`src/rtl/bba_pkg.sv`:
```
// Shared types and constants for the buddy block allocator.
// Used by bba_ctrl, bba_dp and buddy_block_allocator.
`default_nettype none
package bba_pkg;

    localparam int TOTAL_WORDS = 32;
    localparam int LG_TOTAL    = 5;
    localparam int NODE_W      = LG_TOTAL + 1;
    localparam int TREE_DEPTH  = 2 * TOTAL_WORDS;

    localparam logic [1:0] ST_OK      = 2'd0;
    localparam logic [1:0] ST_NOSPACE = 2'd1;
    localparam logic [1:0] ST_BADSIZE = 2'd2;
    localparam logic [1:0] ST_BADFREE = 2'd3;

    localparam logic CMD_ALLOC = 1'b0;
    localparam logic CMD_FREE  = 1'b1;

    typedef enum logic [2:0] {
        S_IDLE,
        S_ALLOC_WALK,
        S_ALLOC_BACK,
        S_SPLIT,
        S_FREE_WALK,
        S_MERGE,
        S_DONE
    } t_state;

    typedef enum logic [3:0] {
        DP_NOP,
        DP_LOAD,
        DP_DOWN_LEFT,
        DP_UP,
        DP_SIBLING,
        DP_SPLIT_MARK,
        DP_MARK_DONE,
        DP_FREE_DOWN,
        DP_CLEAR,
        DP_CLEAR_UP,
        DP_ERR
    } t_dp_op;

    typedef struct packed {
        t_dp_op     op;
        logic [1:0] err_code;
    } t_dp_cmd;

    typedef struct packed {
        logic cmd_free;
        logic size_bad;
        logic node_set;
        logic node_used;
        logic fits;
        logic child_fits;
        logic at_size;
        logic is_root;
        logic is_right;
        logic off_match;
        logic sib_free;
    } t_dp_status;

    // log2 of the rounded word count for a byte request
    function automatic logic [2:0] size_log2(input logic [7:0] bytes);
        logic [8:0] words;
        logic [2:0] lg;
        words = ({1'b0, bytes} + 9'd3) >> 2;
        lg = 3'd0;
        for (int j = 0; j < 7; j++) begin
            if (words > (9'd1 << j)) begin
                lg = 3'(j + 1);
            end
        end
        return lg;
    endfunction

endpackage
`default_nettype wire

```
`src/rtl/bba_dp.sv`:
```
// Datapath: node tree bits, walk pointer and result registers.
// Depends on bba_pkg; driven by bba_ctrl commands.
`default_nettype none
module bba_dp (
    input  wire                 i_clk,
    input  wire                 i_rst_n,
    input  wire bba_pkg::t_dp_cmd i_cmd,
    input  wire                 i_command,
    input  wire  [7:0]          i_request_bytes,
    input  wire  [4:0]          i_free_offset,
    output bba_pkg::t_dp_status o_status_flags,
    output logic [1:0]          o_status,
    output logic [4:0]          o_block_offset,
    output logic [5:0]          o_block_words
);
    import bba_pkg::*;

    // tree bits kept in sibling pairs: bit b of entry p is node 2p+b
    logic [TOTAL_WORDS-1:0][1:0] r_pair;
    logic [NODE_W-1:0]     r_node;
    logic [2:0]            r_lg;
    logic [2:0]            r_lgk;
    logic                  r_cmd;
    logic                  r_bad;
    logic [4:0]            r_off;
    logic [1:0]            r_res_status;
    logic [4:0]            r_res_off;
    logic [5:0]            r_res_words;

    logic [NODE_W-1:0]     left_child;
    logic [NODE_W-1:0]     parent;
    logic [NODE_W+LG_TOTAL-1:0] node_shift;
    logic [4:0]            node_off;
    logic [2:0]            req_lg;
    logic [LG_TOTAL-1:0]   par_idx;
    logic [LG_TOTAL-1:0]   self_idx;
    logic [LG_TOTAL-1:0]   gpar_idx;
    logic [1:0]            par_pair;
    logic [1:0]            self_pair;

    assign left_child = {r_node[NODE_W-2:0], 1'b0};
    assign parent     = r_node >> 1;
    assign node_shift = {{LG_TOTAL{1'b0}}, r_node} << r_lg;
    assign node_off   = node_shift[4:0];
    assign req_lg     = size_log2(i_request_bytes);

    // pair holding this node and its sibling, and pair holding its children
    assign par_idx   = r_node[NODE_W-1:1];
    assign self_idx  = r_node[LG_TOTAL-1:0];
    assign gpar_idx  = {1'b0, r_node[NODE_W-1:2]};
    assign par_pair  = r_pair[par_idx];
    assign self_pair = r_pair[self_idx];

    always_comb begin
        o_status_flags.cmd_free   = r_cmd;
        o_status_flags.size_bad   = r_bad;
        o_status_flags.node_set   = par_pair[r_node[0]];
        o_status_flags.node_used  = (r_lg == 3'd0) || (self_pair == 2'b00);
        o_status_flags.fits       = r_lg >= r_lgk;
        o_status_flags.child_fits = r_lg > r_lgk;
        o_status_flags.at_size    = r_lg == r_lgk;
        o_status_flags.is_root    = r_node == 6'd1;
        o_status_flags.is_right   = r_node[0];
        o_status_flags.off_match  = node_off == r_off;
        o_status_flags.sib_free   = !par_pair[~r_node[0]];
    end

    always_ff @(posedge i_clk) begin
        if (!i_rst_n) begin
            r_pair <= '0;
        end else begin
            case (i_cmd.op)
                DP_SPLIT_MARK, DP_MARK_DONE: r_pair[par_idx][r_node[0]] <= 1'b1;
                DP_CLEAR:                    r_pair[par_idx][r_node[0]] <= 1'b0;
                DP_CLEAR_UP:                 r_pair[gpar_idx][r_node[1]] <= 1'b0;
                default: ;
            endcase
        end
    end

    always_ff @(posedge i_clk) begin
        case (i_cmd.op)
            DP_LOAD: begin
                r_node <= 6'd1;
                r_lg   <= 3'(LG_TOTAL);
                r_lgk  <= req_lg;
                r_cmd  <= i_command;
                r_bad  <= (i_request_bytes == 8'd0) || (req_lg > 3'(LG_TOTAL));
                r_off  <= i_free_offset;
            end
            DP_DOWN_LEFT, DP_SPLIT_MARK: begin
                r_node <= left_child;
                r_lg   <= r_lg - 3'd1;
            end
            DP_UP, DP_CLEAR_UP: begin
                r_node <= parent;
                r_lg   <= r_lg + 3'd1;
            end
            DP_SIBLING: r_node <= r_node + 6'd1;
            DP_FREE_DOWN: begin
                r_node <= left_child | {5'd0, r_off[r_lg - 3'd1]};
                r_lg   <= r_lg - 3'd1;
            end
            DP_MARK_DONE, DP_CLEAR: begin
                r_res_status <= ST_OK;
                r_res_off    <= node_off;
                r_res_words  <= 6'd1 << r_lg;
            end
            DP_ERR: begin
                r_res_status <= i_cmd.err_code;
                r_res_off    <= '0;
                r_res_words  <= '0;
            end
            default: ;
        endcase
    end

    assign o_status       = r_res_status;
    assign o_block_offset = r_res_off;
    assign o_block_words  = r_res_words;

endmodule
`default_nettype wire

```
`src/rtl/bba_ctrl.sv`:
```
// Controller state machine: sequences tree search, split, free walk and merge.
// Depends on bba_pkg; commands bba_dp.
`default_nettype none
module bba_ctrl (
    input  wire                 i_clk,
    input  wire                 i_rst_n,
    input  wire                 i_valid,
    output logic                o_stall,
    output logic                o_valid,
    input  wire                 i_stall,
    input  wire bba_pkg::t_dp_status i_flags,
    output bba_pkg::t_dp_cmd    o_cmd
);
    import bba_pkg::*;

    t_state r_state, n_state;

    always_ff @(posedge i_clk) begin
        if (!i_rst_n) begin
            r_state <= S_IDLE;
        end else begin
            r_state <= n_state;
        end
    end

    always_comb begin
        n_state = r_state;
        case (r_state)
            S_IDLE: begin
                if (i_valid) begin
                    n_state = S_ALLOC_WALK;
                end
            end
            S_ALLOC_WALK: begin
                if (i_flags.cmd_free) begin
                    n_state = S_FREE_WALK;
                end else if (i_flags.size_bad) begin
                    n_state = S_DONE;
                end else if (!i_flags.node_set) begin
                    n_state = i_flags.fits ? S_SPLIT : S_ALLOC_BACK;
                end else if (i_flags.node_used || !i_flags.child_fits) begin
                    n_state = S_ALLOC_BACK;
                end
            end
            S_ALLOC_BACK: begin
                if (i_flags.is_root) begin
                    n_state = S_DONE;
                end else if (!i_flags.is_right) begin
                    n_state = S_ALLOC_WALK;
                end
            end
            S_SPLIT: begin
                if (i_flags.at_size) begin
                    n_state = S_DONE;
                end
            end
            S_FREE_WALK: begin
                if (!i_flags.node_set) begin
                    n_state = S_DONE;
                end else if (i_flags.node_used) begin
                    n_state = i_flags.off_match ? S_MERGE : S_DONE;
                end
            end
            S_MERGE: begin
                if (i_flags.is_root || !i_flags.sib_free) begin
                    n_state = S_DONE;
                end
            end
            S_DONE: begin
                if (!i_stall) begin
                    n_state = S_IDLE;
                end
            end
            default: n_state = S_IDLE;
        endcase
    end

    always_comb begin
        o_cmd.op       = DP_NOP;
        o_cmd.err_code = ST_OK;
        o_stall        = r_state != S_IDLE;
        o_valid        = r_state == S_DONE;
        case (r_state)
            S_IDLE: begin
                if (i_valid) begin
                    o_cmd.op = DP_LOAD;
                end
            end
            S_ALLOC_WALK: begin
                if (i_flags.cmd_free) begin
                    o_cmd.op = DP_NOP;
                end else if (i_flags.size_bad) begin
                    o_cmd.op       = DP_ERR;
                    o_cmd.err_code = ST_BADSIZE;
                end else if (i_flags.node_set && !i_flags.node_used &&
                             i_flags.child_fits) begin
                    o_cmd.op = DP_DOWN_LEFT;
                end
            end
            S_ALLOC_BACK: begin
                if (i_flags.is_root) begin
                    o_cmd.op       = DP_ERR;
                    o_cmd.err_code = ST_NOSPACE;
                end else if (i_flags.is_right) begin
                    o_cmd.op = DP_UP;
                end else begin
                    o_cmd.op = DP_SIBLING;
                end
            end
            S_SPLIT: begin
                o_cmd.op = i_flags.at_size ? DP_MARK_DONE : DP_SPLIT_MARK;
            end
            S_FREE_WALK: begin
                if (!i_flags.node_set ||
                    (i_flags.node_used && !i_flags.off_match)) begin
                    o_cmd.op       = DP_ERR;
                    o_cmd.err_code = ST_BADFREE;
                end else if (i_flags.node_used) begin
                    o_cmd.op = DP_CLEAR;
                end else begin
                    o_cmd.op = DP_FREE_DOWN;
                end
            end
            S_MERGE: begin
                if (!i_flags.is_root && i_flags.sib_free) begin
                    o_cmd.op = DP_CLEAR_UP;
                end
            end
            default: ;
        endcase
    end

    // busy from the edge a request is taken until its result leaves
    a_busy_after_accept: assert property (@(posedge i_clk) disable iff (!i_rst_n)
        (i_valid && !o_stall) |=> o_stall)
        else $error("request accepted while not marked busy");
    a_done_leaves: assert property (@(posedge i_clk) disable iff (!i_rst_n)
        (o_valid && !i_stall) |=> !o_valid)
        else $error("result presented twice");

endmodule
`default_nettype wire

```
`src/rtl/buddy_block_allocator.sv`:
```
// Top level of the buddy block allocator over a 32-word region.
// Depends on bba_pkg, bba_ctrl and bba_dp.
//
// Input channel: i_valid / o_stall with i_command, i_request_bytes and
// i_free_offset. Output channel: o_valid / i_stall with o_status,
// o_block_offset and o_block_words; one result per request.
// One request is in flight at a time; o_stall is high from the accepting
// edge until the result has been taken.
// Allocate: the request is loaded, then the leftmost-first search visits
// tree nodes (down, sibling and up moves), then the free block found is
// split level by level, then the result. Bad sizes are reported without a
// search; a search runs over the 63-node tree.
// Free: the request is loaded, then the walk goes down level by level (up
// to 6 levels), then merges level by level, then the result.
// A stalled result is held in its output registers until taken.
// Reset (synchronous, active low) clears the tree so the whole region is one
// free block and drops any request in progress.
`default_nettype none
module buddy_block_allocator (
    input  wire        i_clk,
    input  wire        i_rst_n,
    input  wire        i_valid,
    output logic       o_stall,
    input  wire        i_command,
    input  wire  [7:0] i_request_bytes,
    input  wire  [4:0] i_free_offset,
    output logic       o_valid,
    input  wire        i_stall,
    output logic [1:0] o_status,
    output logic [4:0] o_block_offset,
    output logic [5:0] o_block_words
);
    import bba_pkg::*;

    t_dp_cmd    dp_cmd;
    t_dp_status dp_flags;

    bba_ctrl u_ctrl (
        .i_clk   (i_clk),
        .i_rst_n (i_rst_n),
        .i_valid (i_valid),
        .o_stall (o_stall),
        .o_valid (o_valid),
        .i_stall (i_stall),
        .i_flags (dp_flags),
        .o_cmd   (dp_cmd)
    );

    bba_dp u_dp (
        .i_clk           (i_clk),
        .i_rst_n         (i_rst_n),
        .i_cmd           (dp_cmd),
        .i_command       (i_command),
        .i_request_bytes (i_request_bytes),
        .i_free_offset   (i_free_offset),
        .o_status_flags  (dp_flags),
        .o_status        (o_status),
        .o_block_offset  (o_block_offset),
        .o_block_words   (o_block_words)
    );

    a_err_zero: assert property (@(posedge i_clk) disable iff (!i_rst_n)
        (o_valid && o_status != ST_OK) |-> (o_block_offset == 5'd0 && o_block_words == 6'd0))
        else $error("error result carries a block");
    a_ok_pow2: assert property (@(posedge i_clk) disable iff (!i_rst_n)
        (o_valid && o_status == ST_OK) |-> $onehot(o_block_words))
        else $error("block size not a power of two");
    a_ok_aligned: assert property (@(posedge i_clk) disable iff (!i_rst_n)
        (o_valid && o_status == ST_OK) |->
            ((o_block_offset & (o_block_words[4:0] - 5'd1)) == 5'd0))
        else $error("block offset not aligned to its size");

endmodule
`default_nettype wire
```
`config.mk`:
```
export PLATFORM = sky130hd
export DESIGN_NAME = buddy_block_allocator
export DESIGN_NICKNAME = d
export VERILOG_FILES = /design/src/rtl/bba_pkg.sv /design/src/rtl/bba_dp.sv /design/src/rtl/bba_ctrl.sv /design/src/rtl/buddy_block_allocator.sv
export SDC_FILE = /design/constraint.sdc
export NUM_CORES = 1
export LEC_CHECK = 0
export ABC_AREA = 1
export CAP_MARGIN = 10
export CORE_ASPECT_RATIO = 0.75
export CORE_MARGIN = 3
export CORE_UTILIZATION = 45
export CTS_CLUSTER_SIZE = 14
export DETAILED_ROUTE_END_ITERATION = 10
export DONT_BUFFER_PORTS = 1
export PLACE_DENSITY = 0.65
export SLEW_MARGIN = 30
export SYNTH_ARGS = -nofsm -noshare
export SYNTH_HDL_FRONTEND = slang
export SYNTH_SLANG_ARGS = --single-unit
```
`constraint.sdc`:
```
create_clock -name i_clk -period 4.2 [get_ports i_clk]
set_clock_uncertainty 0.2 [all_clocks]
set_input_delay 1.26 -clock i_clk [delete_from_list [all_inputs] [get_ports i_clk]]
set_output_delay 1.26 -clock i_clk [all_outputs]
set_load 0.05 [all_outputs]
```
==> key figures <==
Status
  • Outcome: finished clean

Finish
  • Post-route non-filler standard cell count: 1,452
  • Nets: 1,264
  • Layout Utilization: 49.21%
  • Area delta synth->final: 5.266%
  • Share of layout cells above drive strength 1: 4.509%
  • Filler cells: 1,700
  • Diode count: 0

Drt
  • Drt total wl: 23.27 mm
  • Via count: slightly above 8,000
  • Pre-Repair DR Iteration Count: 8
  • Vias per cell: 5.574
  • Routed wire per std cell: 16.03 um
  • 1st-iter DRT viols: approximately 870
  • Number of remaining DRC errors: 0
  • Antenna Nets Post-Route: 0

Min path
  • Worst Hold Class: reg2reg

Global routing
  • GRT overflow: 0
  • First-pass GRT wire length: 38.54 mm
  • Vias in the first global route: about 7,300
  • Overall Global Routing Usage: 25.61%
  • Number of antenna violations at the first check in global routing: 0
  • Largest net degree at the start of global routing: 97

STA
  • Final Hold Fails: 0
  • Period utilisation layout: 88.39%
  • Setup TNS: 0 ns
  • Final min period: 3.712 ns
  • Final setup vio count: 0
  • Fin Hold WS: 0.2730 ns
  • Final Slew Violations: 0
  • Unrepaired setup endpoints after global routing: no
  • Max_slew headroom: between 30% and 40%
  • Worst slew pin tran: 0.9210 ns
  • Achievable frequency: 0.2694 GHz

Placement
  • IO buf count: 0
  • GPL Wtd Cong: approximately 0.96
  • Placed Cells: 1,436
  • DPL Wire Length: 15.78 mm

Worst setup path
  • Setup crit start kind: flop
  • Critical Path AT: 3.63 ns
  • Max FO, Critical Path: 17
  • Req. time, crit path: about 4 ns
  • Crit. End Element: flop
  • Critical path class: reg2reg

Yosys
  • Post-synth top area cell: nand2_1
  • Synth cell types: 36
  • Area share of the largest cell type after synthesis: 20.24%
  • Synth Cell Area: around 7600 um2
  • Seq/Total Area, Yosys: ~30%
  • Synth Net Count: 1,302
  • Avg Inst Size Synth: between 5 and 6 um2
  • Syn. warnings: 0
  • Syn Inst Count: 1,275
  • Register bit total from synthesis: 99
  • Dominant cells by area after synthesis: nand2_1 (20%), dfxtp_1 (18%), edfxtp_1 (13%), nor2_1 (8.7%), nand3_1 (8.2%)

Flow run
  • Max Cap Viol: 0

Floorplan
  • Initial Util: 46.75%
  • Die ar.: between 15,000 and 20,000 um2
  • Die extent in y: 118.6 um
  • Row cnt: 40
  • I/O pin cnt: 33
  • Core area: about 16,000 um2
  • Die W: about 160 um

Clocking
  • Root buffer cell: clkbuf_16
  • CTS sink cnt: 99
  • CTS Hold Bufs: 0
  • Total CTS buffers: 9
  • H-tree Lvls: 3
  • Reg clk slew, reported paths: 0.08 ns
  • CTS tree: yes
  • Clock Latency Late Sink: around 0.37 ns
  • Postcts setup bufs: 0
  • Post_cts resized: 0
  • Clock buffer depth: 2

Power and ir drop
  • Max IR drop VDD: 0.3775 mV
  • Pleak: about 3.3 nW
  • PD cells: 759.4 nW/um2
  • Power, Total: approximately 6 mW
## registers in the layout, summed over array words and instances, names as in the netlist
signal               count
u_dp.r_cmd               1
u_dp.o_status            2
u_dp.r_bad               1
u_dp.r_pair             64
u_dp.r_node              6
u_dp.r_lgk               3
u_dp.r_off               5
u_ctrl.r_state           3
u_dp.r_lg                3
u_dp.o_block_words       6
u_dp.o_block_offset      5
## report_power, final
part / switching (mW) / internal (mW) / total, mW / leakage [nW]
registers: 0.427 / 1.33 / 1.76 / 0.843
clock network: 0.405 / 0.471 / 0.877 / 0.148
logic: 2.47 / 0.979 / 3.45 / 2.35
total: 3.30 / 2.78 / 6.08 / 3.34
## synth_stat cells
| library cell | n |
|---|---|
| nand2_1 | 410 |
| nor2_1 | 176 |
| inv_1 | 133 |
| nand3_1 | 125 |
| dfxtp_1 | 67 |
| nor3_1 | 63 |
| a21oi_1 | 55 |
| o211ai_1 | 47 |
| edfxtp_1 | 32 |
| buf_2 | 31 |
| o21ai_0 | 28 |
| clkbuf_1 | 18 |
| nand4_1 | 17 |
| buf_1 | 12 |
| ha_1 | 9 |
| buf_6 | 8 |
| inv_2 | 5 |
| nand2_2 | 4 |
| nand3b_1 | 4 |
| nor2_4 | 4 |
| or3_1 | 4 |
| xor2_1 | 4 |
| o2111ai_1 | 3 |
| buf_4 | 2 |
| clkinv_1 | 2 |
| o21ai_1 | 2 |
| a21boi_0 | 1 |
| a21oi_2 | 1 |
| inv_4 | 1 |
| nand2_4 | 1 |
| nand3_2 | 1 |
| nor2_2 | 1 |
| o21a_1 | 1 |
| o22ai_1 | 1 |
| or2_2 | 1 |
| xnor2_1 | 1 |
## worst max-delay path, stage by stage (launching register included)
cell,delay (ns)
edfxtp_1,0.74
buf_4,0.34
o21ai_0,0.12
nand2_1,0.07
nand2_1,0.07
nand2_1,0.06
nand2_1,0.05
nor2_1,0.29
nand3_1,0.16
nand2_1,0.11
nand2_1,0.12
nand2_1,0.14
nand3_2,0.30
inv_2,0.13
nand3_1,0.32
nand2_1,0.20
nor2_1,0.05
## cell usage in the layout (no fill, tap or decap)
cell type	count
nand2_4	1
o2111ai_1	3
clkinv_1	3
nand2_1	410
nor2_4	4
buf_12	3
a21oi_1	55
buf_4	19
clkbuf_1	1
nor2_2	1
or3_1	4
clkinv_4	2
inv_1	133
xnor2_1	1
nor2_1	176
nand2_2	4
or2_2	1
dfxtp_1	67
nand3_2	1
o21ai_1	3
edfxtp_1	32
bufinv_16	1
o21a_1	1
o22ai_1	1
nand3b_1	4
xor2_1	4
nor3_2	1
clkbuf_16	9
ha_1	9
nand4_1	17
a21oi_2	1
inv_4	1
nor3_1	62
inv_8	2
o21ai_0	27
inv_2	5
nand3_1	125
o211ai_1	47
a21boi_0	1
## cells by family after synthesis
family | Yosys count | share of synthesized area [%]
buffers and inverters | 212 | 11.90
AND/OR/NAND/NOR | 811 | 44.79
XOR/XNOR | 5 | 0.5759
AO/OA/AOI/OAI | 139 | 10.98
adder cells (fa/ha/maj) | 9 | 1.481
flip-flops | 99 | 30.28
## worst paths after layout
path	startpoint	endpoint	slack [ns]	cells after the start
setup reg to reg	u_dp.r_node[1]	u_dp.o_block_words[3]	0.49	16
hold reg to reg	u_dp.r_pair[61]	u_dp.r_pair[61]	0.27	2
setup / recovery	u_dp.r_node[1]	u_dp.o_block_words[3]	0.49	16
hold / removal	u_dp.r_pair[61]	u_dp.r_pair[61]	0.27	2
## stage by stage
stage          cell area [um2]  worst slack (ns)
3_3_place_gp              7701            0.6688
5_1_grt                   8004            0.1840
3_5_place_dp              7701            0.5957
6_report                  8004            0.4875
2_1_floorplan             7604            0.6241
4_1_cts                   8004            0.5722
## metal layers
layer / part of all wire (%) / vias up / GRT usage, %
met5: 0 / - / 0
met3: 10 / 25 / 5.161
met1: 48 / 3646 / 40.07
met2: 40 / 391 / 35.57
met4: 1.2 / 0 / 6.014
li1: - / 4031 / -
## cell type report
type	instances	area, um2	area share, %
inverters	141	531.8	6.644
clock buffers	10	229.0	2.861
multi-input cells	964	4402	54.99
flip-flops and latches	99	2302	28.76
repair buffers	22	202.7	2.532
clock inverters	6	73.82	0.9223
well taps	210	262.8	3.283
No activity file was read; power rests on OpenSTA's default activity.
